## src/jsu_pkg.sv

```systemverilog
// Shared types and constants of the JSON string unescaper.
`timescale 1ns / 1ps
`default_nettype none
package jsu_pkg;

  localparam int MaxCapacity = 64;
  localparam int CapRegW = 7;
  localparam logic [CapRegW-1:0] OutCapacityReset = 7'd63;
  localparam int QueueDepth = 2;
  localparam int BurstMax = 4;

  // Register indexes of the configuration port.
  localparam logic RegOutCapacity = 1'b0;

  typedef struct packed {
    logic [7:0] in_byte;
    logic       last_of_string;
  } in_t;

  typedef struct packed {
    logic [7:0] out_byte;
    logic       byte_valid;
    logic       end_of_string;
    logic       stopped_full;
    logic       last_of_run;
  } out_t;

  // All results caused by one accepted input byte.
  typedef struct packed {
    logic [BurstMax-1:0][7:0] bytes;
    logic [1:0]               count_m1;
    logic                     has_bytes;
    logic                     last;
    logic                     full;
  } burst_t;

endpackage
`default_nettype wire

```

## src/jsu_front.sv

```systemverilog
// Front end: decodes escapes, tracks capacity and builds at most one burst per input byte.
`timescale 1ns / 1ps
`default_nettype none
module jsu_front #(
  parameter int MAX_CAPACITY = jsu_pkg::MaxCapacity
) (
  input  wire logic                         clk_i,
  input  wire logic                         rst_ni,
  input  wire logic [jsu_pkg::CapRegW-1:0]  out_capacity_i,
  input  wire logic                         accept_i,
  input  wire jsu_pkg::in_t                 in_data_i,
  output logic                              burst_push_o,
  output jsu_pkg::burst_t                   burst_o
);

  localparam int CntW = (MAX_CAPACITY > 1) ? $clog2(MAX_CAPACITY) : 1;
  localparam int CapLog = $clog2(MAX_CAPACITY + 1);
  localparam int CapW = (CapLog > jsu_pkg::CapRegW) ? CapLog : jsu_pkg::CapRegW;
  localparam int CmpW = CapW + 1;

  localparam logic [1:0] ModeNormal = 2'd0;
  localparam logic [1:0] ModeEsc    = 2'd1;
  localparam logic [1:0] ModeHex    = 2'd2;

  localparam logic [7:0] CharBackslash = 8'h5c;
  localparam logic [7:0] CharN = 8'h6e;
  localparam logic [7:0] CharT = 8'h74;
  localparam logic [7:0] CharR = 8'h72;
  localparam logic [7:0] CharB = 8'h62;
  localparam logic [7:0] CharF = 8'h66;
  localparam logic [7:0] CharU = 8'h75;

  localparam logic [7:0]  Utf8Lead2 = 8'hc0;
  localparam logic [7:0]  Utf8Lead3 = 8'he0;
  localparam logic [7:0]  Utf8Cont  = 8'h80;
  localparam logic [15:0] Utf8OneLimit = 16'h0080;
  localparam logic [15:0] Utf8TwoLimit = 16'h0800;

  function automatic logic [4:0] hex_value(input logic [7:0] c);
    logic [4:0] r;
    r = 5'd0;
    if (c >= 8'h30 && c <= 8'h39) begin
      r = {1'b1, 4'(c - 8'h30)};
    end else if (c >= 8'h61 && c <= 8'h66) begin
      r = {1'b1, 4'(c - 8'h57)};
    end else if (c >= 8'h41 && c <= 8'h46) begin
      r = {1'b1, 4'(c - 8'h37)};
    end
    return r;
  endfunction

  logic [1:0]      mode_q, mode_d;
  logic [1:0]      hcnt_q, hcnt_d;
  logic [15:0]     cp_q, cp_d;
  logic [7:0]      held_q [3];
  logic [CntW-1:0] cnt_q, cnt_d;
  logic            full_q, full_d;

  logic [1:0]      dec_mode, dec_hcnt;
  logic [15:0]     dec_cp;
  logic [7:0]      cand [jsu_pkg::BurstMax];
  logic [2:0]      k;
  logic            uni_full, held_we;

  logic [7:0]      b;
  logic            last, is_bs, hex_ok;
  logic [3:0]      hex_v;
  logic [15:0]     cp_next;

  logic [CmpW-1:0] cap_ext, max_ext, cap, cnt_ext, room;
  logic            pre_full, process, take_all, full_after;
  logic [2:0]      n, n_eff;

  assign b       = in_data_i.in_byte;
  assign last    = in_data_i.last_of_string;
  assign is_bs   = (b == CharBackslash);
  assign {hex_ok, hex_v} = hex_value(b);
  assign cp_next = {cp_q[11:0], hex_v};

  assign cap_ext  = CmpW'(out_capacity_i);
  assign max_ext  = CmpW'(MAX_CAPACITY);
  assign cap      = (cap_ext > max_ext) ? max_ext : cap_ext;
  assign cnt_ext  = CmpW'(cnt_q);
  assign pre_full = full_q || !((cnt_ext + CmpW'(1)) < cap);
  assign room     = cap - cnt_ext - CmpW'(1);
  assign process  = accept_i && !pre_full;

  always_comb begin
    dec_mode = mode_q;
    dec_hcnt = hcnt_q;
    dec_cp   = cp_q;
    k        = 3'd0;
    uni_full = 1'b0;
    held_we  = 1'b0;
    for (int i = 0; i < jsu_pkg::BurstMax; i++) begin
      cand[i] = b;
    end
    case (mode_q)
      ModeEsc: begin
        dec_mode = ModeNormal;
        k = 3'd1;
        case (b)
          CharN: cand[0] = 8'h0a;
          CharT: cand[0] = 8'h09;
          CharR: cand[0] = 8'h0d;
          CharB: cand[0] = 8'h08;
          CharF: cand[0] = 8'h0c;
          CharU: begin
            k = 3'd0;
            if (!last) begin
              dec_mode = ModeHex;
              dec_hcnt = 2'd0;
              dec_cp   = 16'd0;
            end
          end
          default: cand[0] = b;
        endcase
      end
      ModeHex: begin
        if (hex_ok && hcnt_q == 2'd3) begin
          dec_cp   = cp_next;
          dec_mode = ModeNormal;
          dec_hcnt = 2'd0;
          if ((cnt_ext + CmpW'(4)) >= cap) begin
            uni_full = 1'b1;
          end else if (cp_next < Utf8OneLimit) begin
            k = 3'd1;
            cand[0] = cp_next[7:0];
          end else if (cp_next < Utf8TwoLimit) begin
            k = 3'd2;
            cand[0] = Utf8Lead2 | {3'b000, cp_next[10:6]};
            cand[1] = Utf8Cont | {2'b00, cp_next[5:0]};
          end else begin
            k = 3'd3;
            cand[0] = Utf8Lead3 | {4'b0000, cp_next[15:12]};
            cand[1] = Utf8Cont | {2'b00, cp_next[11:6]};
            cand[2] = Utf8Cont | {2'b00, cp_next[5:0]};
          end
        end else if (hex_ok && !last) begin
          held_we  = 1'b1;
          dec_cp   = cp_next;
          dec_hcnt = hcnt_q + 2'd1;
        end else begin
          // Abandoned escape: the held digits go out as plain bytes, then this byte unless it is a backslash.
          dec_mode = ModeNormal;
          dec_hcnt = 2'd0;
          for (int i = 0; i < 3; i++) begin
            cand[i] = (2'(i) == hcnt_q) ? b : held_q[i];
          end
          cand[3] = b;
          k = {1'b0, hcnt_q} + {2'b00, !is_bs};
          if (is_bs && !last) begin
            dec_mode = ModeEsc;
          end
        end
      end
      default: begin
        if (is_bs) begin
          if (!last) begin
            dec_mode = ModeEsc;
          end
        end else begin
          k = 3'd1;
          cand[0] = b;
        end
      end
    endcase
  end

  // Only as many bytes as the remaining room allows; running into the limit sets full.
  assign take_all   = CmpW'(k) < room;
  assign n          = take_all ? k : 3'(room);
  assign n_eff      = process ? n : 3'd0;
  assign full_after = pre_full || uni_full || !take_all;

  always_comb begin
    mode_d = mode_q;
    hcnt_d = hcnt_q;
    cp_d   = cp_q;
    cnt_d  = cnt_q;
    full_d = full_q;
    if (accept_i) begin
      full_d = full_after;
      if (process) begin
        mode_d = dec_mode;
        hcnt_d = dec_hcnt;
        cp_d   = dec_cp;
        cnt_d  = cnt_q + CntW'(n_eff);
      end
      if (last) begin
        mode_d = ModeNormal;
        hcnt_d = 2'd0;
        cp_d   = 16'd0;
        cnt_d  = '0;
        full_d = 1'b0;
      end
    end
  end

  always_ff @(posedge clk_i or negedge rst_ni) begin
    if (!rst_ni) begin
      mode_q <= ModeNormal;
      hcnt_q <= 2'd0;
      cp_q   <= 16'd0;
      cnt_q  <= '0;
      full_q <= 1'b0;
    end else begin
      mode_q <= mode_d;
      hcnt_q <= hcnt_d;
      cp_q   <= cp_d;
      cnt_q  <= cnt_d;
      full_q <= full_d;
    end
  end

  always_ff @(posedge clk_i) begin
    if (process && held_we) begin
      for (int i = 0; i < 3; i++) begin
        if (2'(i) == hcnt_q) begin
          held_q[i] <= b;
        end
      end
    end
  end

  always_comb begin
    for (int i = 0; i < jsu_pkg::BurstMax; i++) begin
      burst_o.bytes[i] = cand[i];
    end
    burst_o.count_m1  = (n_eff == 3'd0) ? 2'd0 : 2'(n_eff - 3'd1);
    burst_o.has_bytes = (n_eff != 3'd0);
    burst_o.last      = last;
    burst_o.full      = full_after;
  end

  assign burst_push_o = accept_i && ((n_eff != 3'd0) || last);

endmodule
`default_nettype wire

```

## src/jsu_fifo.sv

```systemverilog
// Short queue of bursts between the decoder front end and the output back end.
`timescale 1ns / 1ps
`default_nettype none
module jsu_fifo (
  input  wire logic             clk_i,
  input  wire logic             rst_ni,
  input  wire logic             push_i,
  input  wire jsu_pkg::burst_t  data_i,
  output logic                  full_o,
  input  wire logic             pop_i,
  output logic                  empty_o,
  output jsu_pkg::burst_t       data_o
);

  localparam int Depth = jsu_pkg::QueueDepth;
  localparam int PtrW = (Depth > 1) ? $clog2(Depth) : 1;
  localparam int CntW = $clog2(Depth + 1);

  jsu_pkg::burst_t mem_q [Depth];
  logic [PtrW-1:0] wr_q, wr_d, rd_q, rd_d;
  logic [CntW-1:0] cnt_q, cnt_d;
  logic            do_push, do_pop;

  assign full_o  = (cnt_q == CntW'(Depth));
  assign empty_o = (cnt_q == '0);
  assign do_push = push_i && !full_o;
  assign do_pop  = pop_i && !empty_o;
  assign data_o  = mem_q[rd_q];

  always_comb begin
    wr_d  = wr_q;
    rd_d  = rd_q;
    cnt_d = cnt_q;
    if (do_push) begin
      wr_d = (wr_q == PtrW'(Depth - 1)) ? '0 : wr_q + PtrW'(1);
    end
    if (do_pop) begin
      rd_d = (rd_q == PtrW'(Depth - 1)) ? '0 : rd_q + PtrW'(1);
    end
    if (do_push && !do_pop) begin
      cnt_d = cnt_q + CntW'(1);
    end else if (do_pop && !do_push) begin
      cnt_d = cnt_q - CntW'(1);
    end
  end

  always_ff @(posedge clk_i or negedge rst_ni) begin
    if (!rst_ni) begin
      wr_q  <= '0;
      rd_q  <= '0;
      cnt_q <= '0;
    end else begin
      wr_q  <= wr_d;
      rd_q  <= rd_d;
      cnt_q <= cnt_d;
    end
  end

  always_ff @(posedge clk_i) begin
    if (do_push) begin
      mem_q[wr_q] <= data_i;
    end
  end

endmodule
`default_nettype wire

```

## src/jsu_back.sv

```systemverilog
// Back end: hands out the bytes of the head burst one transfer at a time.
`timescale 1ns / 1ps
`default_nettype none
module jsu_back (
  input  wire logic             clk_i,
  input  wire logic             rst_ni,
  input  wire jsu_pkg::burst_t  burst_i,
  input  wire logic             burst_empty_i,
  output logic                  burst_pop_o,
  output logic                  empty_o,
  input  wire logic             pop_i,
  output jsu_pkg::out_t         out_data_o
);

  logic [1:0] idx_q, idx_d;
  logic       final_one, take;

  assign empty_o   = burst_empty_i;
  assign take      = pop_i && !burst_empty_i;
  assign final_one = (idx_q == burst_i.count_m1);

  always_comb begin
    out_data_o.out_byte      = burst_i.has_bytes ? burst_i.bytes[idx_q] : 8'd0;
    out_data_o.byte_valid    = burst_i.has_bytes;
    out_data_o.end_of_string = burst_i.last && final_one;
    out_data_o.stopped_full  = burst_i.full;
    out_data_o.last_of_run   = final_one;
  end

  assign burst_pop_o = take && final_one;

  always_comb begin
    idx_d = idx_q;
    if (take) begin
      idx_d = final_one ? 2'd0 : idx_q + 2'd1;
    end
  end

  always_ff @(posedge clk_i or negedge rst_ni) begin
    if (!rst_ni) begin
      idx_q <= 2'd0;
    end else begin
      idx_q <= idx_d;
    end
  end

endmodule
`default_nettype wire

```

## src/json_string_unescape_utf8.sv

```systemverilog
// Top level of the JSON string unescaper with UTF-8 output.
//
// Input queue side: raw string bytes arrive on in_data_i with last_of_string set
// on the final byte; a transfer happens when push is high and full is low.
// Result queue side: while empty is low the oldest result sits on out_data_o and
// a transfer happens when pop is high. One input byte causes zero to four
// results; a string's last byte always causes at least one, marked end_of_string.
// The results of an input byte are registered in the burst queue before they reach out_data_o.
// Throughput: one input byte per cycle while full is low, and one result per
// cycle out while pop is high, each result its own transfer. A two-entry burst
// queue between decoder and output lets input continue while results wait, so
// full rises only once two bursts are pending behind a stalled receiver.
// The APB port holds out_capacity at address 0; write it only while idle.
// Reset clears the decoder state and the queue and sets out_capacity to 63.
`timescale 1ns / 1ps
`default_nettype none
module json_string_unescape_utf8 #(
  parameter int MAX_CAPACITY = jsu_pkg::MaxCapacity
) (
  input  wire logic          clk_i,
  input  wire logic          rst_ni,
  input  wire logic          push,
  output logic               full,
  input  wire jsu_pkg::in_t  in_data_i,
  output logic               empty,
  input  wire logic          pop,
  output jsu_pkg::out_t      out_data_o,
  input  wire logic          psel,
  input  wire logic          penable,
  input  wire logic          pwrite,
  input  wire logic [2:0]    paddr,
  input  wire logic [31:0]   pwdata,
  output logic [31:0]        prdata,
  output logic               pready
);

  logic [jsu_pkg::CapRegW-1:0] cap_q, cap_d;
  logic                        accept, burst_push, burst_pop, burst_empty;
  jsu_pkg::burst_t             burst_in, burst_head;

  assign pready = 1'b1;
  assign prdata = (paddr[2] == jsu_pkg::RegOutCapacity) ? 32'(cap_q) : 32'd0;

  always_comb begin
    cap_d = cap_q;
    if (psel && penable && pwrite && pready && paddr[2] == jsu_pkg::RegOutCapacity) begin
      cap_d = pwdata[jsu_pkg::CapRegW-1:0];
    end
  end

  always_ff @(posedge clk_i or negedge rst_ni) begin
    if (!rst_ni) begin
      cap_q <= jsu_pkg::OutCapacityReset;
    end else begin
      cap_q <= cap_d;
    end
  end

  assign accept = push && !full;

  jsu_front #(
    .MAX_CAPACITY(MAX_CAPACITY)
  ) u_front (
    .clk_i         (clk_i),
    .rst_ni        (rst_ni),
    .out_capacity_i(cap_q),
    .accept_i      (accept),
    .in_data_i     (in_data_i),
    .burst_push_o  (burst_push),
    .burst_o       (burst_in)
  );

  jsu_fifo u_fifo (
    .clk_i  (clk_i),
    .rst_ni (rst_ni),
    .push_i (burst_push),
    .data_i (burst_in),
    .full_o (full),
    .pop_i  (burst_pop),
    .empty_o(burst_empty),
    .data_o (burst_head)
  );

  jsu_back u_back (
    .clk_i        (clk_i),
    .rst_ni       (rst_ni),
    .burst_i      (burst_head),
    .burst_empty_i(burst_empty),
    .burst_pop_o  (burst_pop),
    .empty_o      (empty),
    .pop_i        (pop),
    .out_data_o   (out_data_o)
  );

endmodule
`default_nettype wire
```

## config.mk

```make
export PLATFORM = sky130hd
export DESIGN_NAME = json_string_unescape_utf8
export DESIGN_NICKNAME = d
export VERILOG_FILES = /design/src/jsu_pkg.sv /design/src/jsu_front.sv /design/src/jsu_fifo.sv /design/src/jsu_back.sv /design/src/json_string_unescape_utf8.sv
export SDC_FILE = /design/constraint.sdc
export NUM_CORES = 1
export LEC_CHECK = 0
export ABC_CLOCK_PERIOD_IN_PS = 5000
export BUFFER_PORTS_ARGS = -buffer_cell sky130_fd_sc_hd__buf_4
export CORE_UTILIZATION = 54
export CTS_BUF_LIST = sky130_fd_sc_hd__clkbuf_4 sky130_fd_sc_hd__clkbuf_8 sky130_fd_sc_hd__clkbuf_16
export DETAILED_ROUTE_END_ITERATION = 7
export PLACE_DENSITY = 0.76
export REMOVE_ABC_BUFFERS = 1
export SLEW_MARGIN = 20
export SYNTH_ARGS = -nofsm -noshare
export SYNTH_HDL_FRONTEND = slang
export SYNTH_HIERARCHICAL = 1
export SYNTH_SLANG_ARGS = --single-unit
```

## constraint.sdc

```tcl
create_clock -name clk_i -period 5 [get_ports clk_i]
set_clock_uncertainty 0.1 [all_clocks]
set_input_delay 1 -clock clk_i [delete_from_list [all_inputs] [get_ports clk_i]]
set_output_delay 1 -clock clk_i [all_outputs]
set_load 0.03 [all_outputs]
```

After elaboration in Yosys (flattened, before gate mapping)
Memory sizes are Yosys's and may differ from the RTL's.
Index checks and enable logic that the tools add are counted.
Operators by class
  add/sub/neg operators: 16
  muxes and demuxes: 84
  eq/ne operators: 17
  bitwise gates (word level): 1
  reduce and logical (&&, ||, !) cells: 47
  order comparisons: 13
Operators by type and width (number)
  two-way mux 8 bit: 10
  two-way mux 24 bit: 3
  two-way mux 12 bit: 5
  == test 8 x 7 -> 1 bit (second input constant): 7
  one-hot mux 8 bit (5 select lines): 1
  two-way mux 2 bit: 17
  two-way mux 32 bit: 1
  two-way mux 1 bit: 26
  one-hot mux 12 bit (2 select lines): 1
  logical AND 1 bit: 20
  two-way mux 3 bit: 6
  binary-select mux 8 bit (select 2 bit): 1
  greater-or-equal comparator 8 x 7 -> 1 bit (second input constant): 2
  <= comparator 8 x 7 -> 1 bit (second input constant): 2
  < comparator 16 x 12 -> 1 bit (second input constant): 1
  < comparator 16 x 8 -> 1 bit (second input constant): 1
  two-way mux 16 bit: 1
  one-hot mux 8 bit (2 select lines): 1
  OR reduction 8 bit: 2
  two-way mux 5 bit: 3
  two-way mux 14 bit: 1
  two-way mux 7 bit: 2
  two-way mux 6 bit: 2
  logical NOT 1 bit: 9
  other kinds (38): 53
Word-level totals
  word-level logic and storage cells: 190
  memories: 2
  output and inout bits: 47
  bits of input ports: 51
  bits in registers: 36
  memory bits (writable): 98
Memory list
  u_fifo.mem_q: words 2, width 37, read ports 1, clocked after Yosys merged registers in 0, wr ports 1, RTL line jsu_fifo.sv:19  | jsu_pkg::burst_t mem_q [Depth];
  u_front.held_q: words 3, width 8, read ports 3, clocked after Yosys merged registers in 0, wr ports 1, RTL line jsu_front.sv:55  | logic [7:0] held_q [3];

Logic depth before layout (Yosys ltp)
  depth in word-level cells: 22
  mapped depth: 24
  mapped depth without buffers: 24

By module
Netlist, hierarchy kept.
By module, submodules not included
  jsu_front: sequential area each 1296.2 µm², area each 4449.3 µm², cells each 526, instances 1
  jsu_fifo: sequential area each 2322.2 µm², area each 2949.1 µm², cells each 134, instances 1
  json_string_unescape_utf8: sequential area each 182.7 µm², area each 555.5 µm², cells each 51, instances 1
  jsu_back: sequential area each 50.0 µm², area each 420.4 µm², cells each 37, instances 1

Least setup slack after synthesis
OpenSTA, ideal clock, no wires.
  path kind: input to register
  start: in in_data_i[3] in the netlist's numbering
  end: mem u_fifo/mem_q[0][0] in the netlist's numbering (enable)
  buffers on the path: 1
  stages: 19
  setup slack: -1339 ps
  data arrival time: 5808 ps
  library setup time: 431 ps
  data required time: 4469 ps
  path through: clkbuf_1 nand2_1 nor4_1 inv_1 ha_1 ha_1 nand2_1 nor3_1 a31oi_1 inv_1 ha_1 o21ai_0 a32oi_1 o311ai_0 a211oi_4 o311a_2 a21o_1 nand2_1 nor2_1
RTL lines
  from (decl): RTL line json_string_unescape_utf8.sv:24  | input wire jsu_pkg::in_t in_data_i,
  to (decl): RTL line jsu_fifo.sv:19

Final worst setup path
  start: in in_data_i[8] in the netlist's numbering
  end: reg u_front.cnt_q[5]
On the way
  word-level cells in the longest chain between the ends: 17
  elaborated cells on any way between the ends: 34
  classes of those cells: 2 x add/sub; 9 x order compare; 2 x eq/ne; 15 x mux; 6 x reduce/logical
Ends and longest elaborated chain
  greater-or-equal comparator 8 x 7 -> 1 bit or <= comparator 8 x 7 -> 1 bit (tied branches): RTL line jsu_front.sv:46  | end else if (c >= 8'h41 && c <= 8'h46) begin
  logical AND 1 bit: RTL line jsu_front.sv:46
  two-way mux 5 bit: RTL line jsu_front.sv:46
  two-way mux 5 bit: RTL line jsu_front.sv:44  | end else if (c >= 8'h61 && c <= 8'h66) begin
  two-way mux 5 bit: RTL line jsu_front.sv:42  | if (c >= 8'h30 && c <= 8'h39) begin
  < comparator 16 x 12 -> 1 bit: RTL line jsu_front.sv:129  | end else if (cp_next < Utf8TwoLimit) begin
  two-way mux 1 bit: RTL line jsu_front.sv:129
  two-way mux 3 bit: RTL line jsu_front.sv:126  | end else if (cp_next < Utf8OneLimit) begin
  two-way mux 3 bit: RTL line jsu_front.sv:124  | if ((cnt_ext + CmpW'(4)) >= cap) begin
  two-way mux 3 bit: RTL line jsu_front.sv:120  | if (hex_ok && hcnt_q == 2'd3) begin
  one-hot mux 3 bit (2 select lines) (*): RTL line jsu_front.sv:98  | case (mode_q)
  < comparator 3 x 8 -> 1 bit: RTL line jsu_front.sv:171  | assign take_all = CmpW'(k) < room;
  two-way mux 3 bit (*): RTL line jsu_front.sv:172  | assign n = take_all ? k : 3'(room);
  two-way mux 3 bit (*): RTL line jsu_front.sv:173  | assign n_eff = process ? n : 3'd0;
  adder 6 x 3 -> 6 bit (*): RTL line jsu_front.sv:188  | cnt_d = cnt_q + CntW'(n_eff);
  two-way mux 6 bit (*): RTL line jsu_front.sv:184  | if (process) begin
  two-way mux 6 bit (*): RTL line jsu_front.sv:190  | if (last) begin
  to (signal assigned): RTL line jsu_front.sv:211  | cnt_q <= cnt_d;
  to (decl): RTL line jsu_front.sv:56  | logic [CntW-1:0] cnt_q, cnt_d;
Every way passes the cells marked *; elsewhere a longest branch is shown, timed or not. The select of a mux whose other input is x is not followed.
A chain may end at the register's enable or synchronous reset.

==> results.md <==
- Synth Cell Area: 8370 um^2
- Root Driver: clkbuf_16
- Fmax: 199 MHz
- Worst hold path startpoint: u_fifo/cnt_q[1]
- CTS buffer count: 17
- Port bufs: 44
- Min-Delay Path Class: reg -> reg
- Count leader, synth: edfxtp_1
- Detailed Route WL: 21.6 mm
- Critical R2R Capture: u_front/cnt_q[5]
- Die ar.: 16,000 um^2
- Max cap viols: 0
- Pwr dens: 510 nW/um^2
- Vias in the first global route: 6,309
- Core box area: 15,100 um^2
- Ys flop type: edfxtp_1
- Slew Limit Fails: 0
- First-pass GRT wire length: 33.1 mm
- Maximum vdd ir drop: 0.292 mV
- WHS Path Cells: 1
- Leakage power: 4.19 nW
- Cells after Synth: 748
- GR Util All Layers: 27.2%
- Failing checks: negative setup slack
- Crit-path max FO: 13
- CP peak stage delay: 0.35 ns
- Syn_area_per_cell: 11.2 um^2
- CTS H-Tree Depth: 4
- RD Place Congestion: 0.980
- Fillers: 1,051
- Max clock buf depth: 2
- Die Span X: 127 um
- Row Count: 45
- Cell count of the worst reg-to-reg path: 22
- Slowest-stage cell, CP: mux2_4
- Worst slew pin tran: 1.05 ns
- CP endpoint kind: flop
- Number of synthesized register bits: 134
- Worst Setup Path Type: in -> reg
- Ant. Diodes: 0
- Critical path launch point type: primary input
- Final Instance Area: 10,200 um^2
- 1st-pass router iterations: 6
- Hold Fails Final Rpt: 0
- Post-synth top cells: edfxtp_1, nand2_1, nor2_1, inv_1
- Later-pin clock latency in the skew report: 0.42 ns
- Register area share after synthesis: 46.0%
- Layout cell share with drive strength beyond 1: 33.3%
- Final period util: 100%
- Number of synthesized flops with an enable pin: 98
- Run status: finished, violations left
- Vias: 6,432
- Ys Warns: 6
- Routed len/inst: 20.4 um
- Top post-synthesis cells by area: edfxtp_1, dfrtp_1, ha_1, mux2_2, buf_4
- Post-DP HPWL: 14.4 mm
- Via/cell ratio: 6.07
- R2r startpoint: cap_q[0]
- Min-Delay Endpoint: u_fifo/cnt_q[1]
- I/O pin cnt: 98
- Sink Count: 134
- Overall power: 5.20 mW
- Dominant cell type by area after synthesis: edfxtp_1
- Largest net degree at the start of global routing: 39
- Height of the die: 127 um
- Async S/R FF share, synth: 26.9%
- Post-synth top area share: 35.1%
- Netlist cell types: 78
- CTS tree: built
- Initial antenna violation count: 0
- Crit-path cells: buf_4 > buf_4 > nand4bb_1 > buf_4 > buf_4 > a21o_1 > a21boi_4 > a31oi_1 > inv_1 > ha_1 > nor3b_2 > a32oi_1 > o311ai_1 > buf_4 > a211oi_4 > mux2_4 > nor2_4 > ha_4 > a21o_1 > a21oi_2 > buf_4 > nor4_4 > mux2i_1 > o22ai_1
- Arr. time, crit path: 5.21 ns
- Cell mode on critical path: buf_4
- Hold_buf cts: 0
- DR iter-0 viols: 587
- Grt total ovfl: 0
- Slack of the critical path: -0.0230 ns
- Nets: 952
- Post-DRT Antenna Nets: 0
- CP Data Required Time: 5.18 ns
- Crit path time final: 5.02 ns
- Starting Density: 55.3%
- RSZ-0062 raised after global routing: yes
- Clk slew on worst S/H paths: 0.06 ns
- Layout area overhead: 21.8%
- Slack of the worst reg-to-reg path: 0.14 ns
- Setup Viol. Count Final: 1
- Rel. slew slack: 29.8%
- Placed Area: 9050 um^2
- Remaining DRCs: 0
## timing repair
item                                    CTS  global route
pin swaps                                11            18
endpoints found under the setup margin   81            82
gates cloned                              0             0
gates resized for setup                  19            34
setup buffers                            32             5
## metal layers
metal / vias to the layer above / part of all wire (%) / track usage [%]
met1: 3157 / 42 / 35.1
li1: 2917 / - / -
met4: 0 / 2.8 / 12.2
met3: 57 / 7.1 / 5.06
met5: - / 0 / 0
met2: 301 / 48 / 44.9
## through the flow
stage | cells | setup slack, ns | hold slack [ns] | utilization [%] | setup TNS [ns]
floorplan | 701 | -2.05 | 0.361 | - | -132.95
CTS | 1056 | -0.00151 | 0.429 | 66.1 | -0.00151
finish | 1060 | -0.0230 | 0.428 | 67.3 | -0.0230
detailed placement | 992 | -0.702 | 0.416 | 59.8 | -36.97
global placement | 992 | -0.553 | 0.403 | 59.8 | -23.73
global route | 1060 | -0.155 | 0.464 | 67.3 | -0.874
## area by class of cell
| class | count | area, um^2 | share of cell area [%] |
|---|---|---|---|
| repair buffers | 139 | 1090 | 10.7 |
| multi-input cells | 523 | 4190 | 41.1 |
| flip-flops and latches | 134 | 3850 | 37.8 |
| inverters | 44 | 176 | 1.73 |
| clock buffers | 18 | 433 | 4.25 |
| well taps | 188 | 235 | 2.31 |
| clock inverters | 14 | 220 | 2.16 |
## worst max-delay path by stage
stage / startpoint / endpoint / cells past startpoint
floorplan: in_data_i[2] / u_fifo/mem_q[0][0] / 16
global placement: in_data_i[1] / u_front/cnt_q[5] / 26
detailed placement: in_data_i[1] / u_front/cnt_q[5] / 26
CTS: in_data_i[2] / u_front/cnt_q[5] / 28
global route: in_data_i[8] / u_front/cnt_q[5] / 24
finish: in_data_i[8] / u_front/cnt_q[5] / 24
## logic make-up (layout without fill, tap and decap cells)
logic type | after synthesis | after routing | share of synthesized area, %
simple gates | 204 | 204 | 12.7
compound gates | 155 | 155 | 13.1
flops | 134 | 134 | 46.0
buf+inv | 115 | 215 | 7.41
mux | 79 | 79 | 12.4
fa+ha+maj | 42 | 42 | 6.45
xor+xnor | 17 | 17 | 1.78
other cells | 2 | 26 | 0.0897
## where the power goes
group / internal [mW] / switching, mW
clock: 0.896 / 0.498
sequential: 1.52 / 0.225
combinational: 0.953 / 1.10
## flip-flops by register name, indices dropped and copies added, names as in the netlist
register and cells:
u_fifo/rd_q 1, cap_q 7, u_front/cnt_q 6, u_fifo/wr_q 1, u_front/held_q 24, u_fifo/mem_q 74, u_front/cp_q 12, u_front/full_q 1
u_front/hcnt_q 2, u_fifo/cnt_q 2, u_front/mode_q 2, u_back/idx_q 2
## worst max-delay path: cells and delay by family
kind | cells | cell delay, ns
buffers and inverters | 7 | 1.09
AND/OR/NAND/NOR | 4 | 0.57
adder cells (fa/ha/maj) | 2 | 0.41
multiplexers | 2 | 0.52
AO/OA/AOI/OAI | 9 | 1.60
## layout by cell type, fill, tap and decap left out, types with 6 or more instances in the layout
| cell | instances |
|---|---|
| a32oi_1 | 6 |
| xor2_1 | 9 |
| mux2_2 | 33 |
| edfxtp_1 | 98 |
| and2b_2 | 7 |
| o31ai_1 | 6 |
| a21o_1 | 9 |
| and3_1 | 7 |
| nor2b_1 | 14 |
| o22ai_1 | 10 |
| and2_1 | 13 |
| mux4_2 | 6 |
| nor2_1 | 45 |
| nor3_1 | 11 |
| inv_1 | 40 |
| nand2b_1 | 8 |
| xnor2_1 | 8 |
| ha_1 | 35 |
| mux2_4 | 21 |
| nand2_1 | 51 |
| clkbuf_16 | 17 |
| a21oi_1 | 28 |
| o21ai_0 | 24 |
| nand3_1 | 11 |
| a31oi_1 | 6 |
| dfstp_2 | 6 |
| conb_1 | 26 |
| dfrtp_1 | 29 |
| a2bb2oi_1 | 7 |
| buf_4 | 133 |
| mux2i_1 | 17 |
No activity file was read; power rests on OpenSTA's default activity.
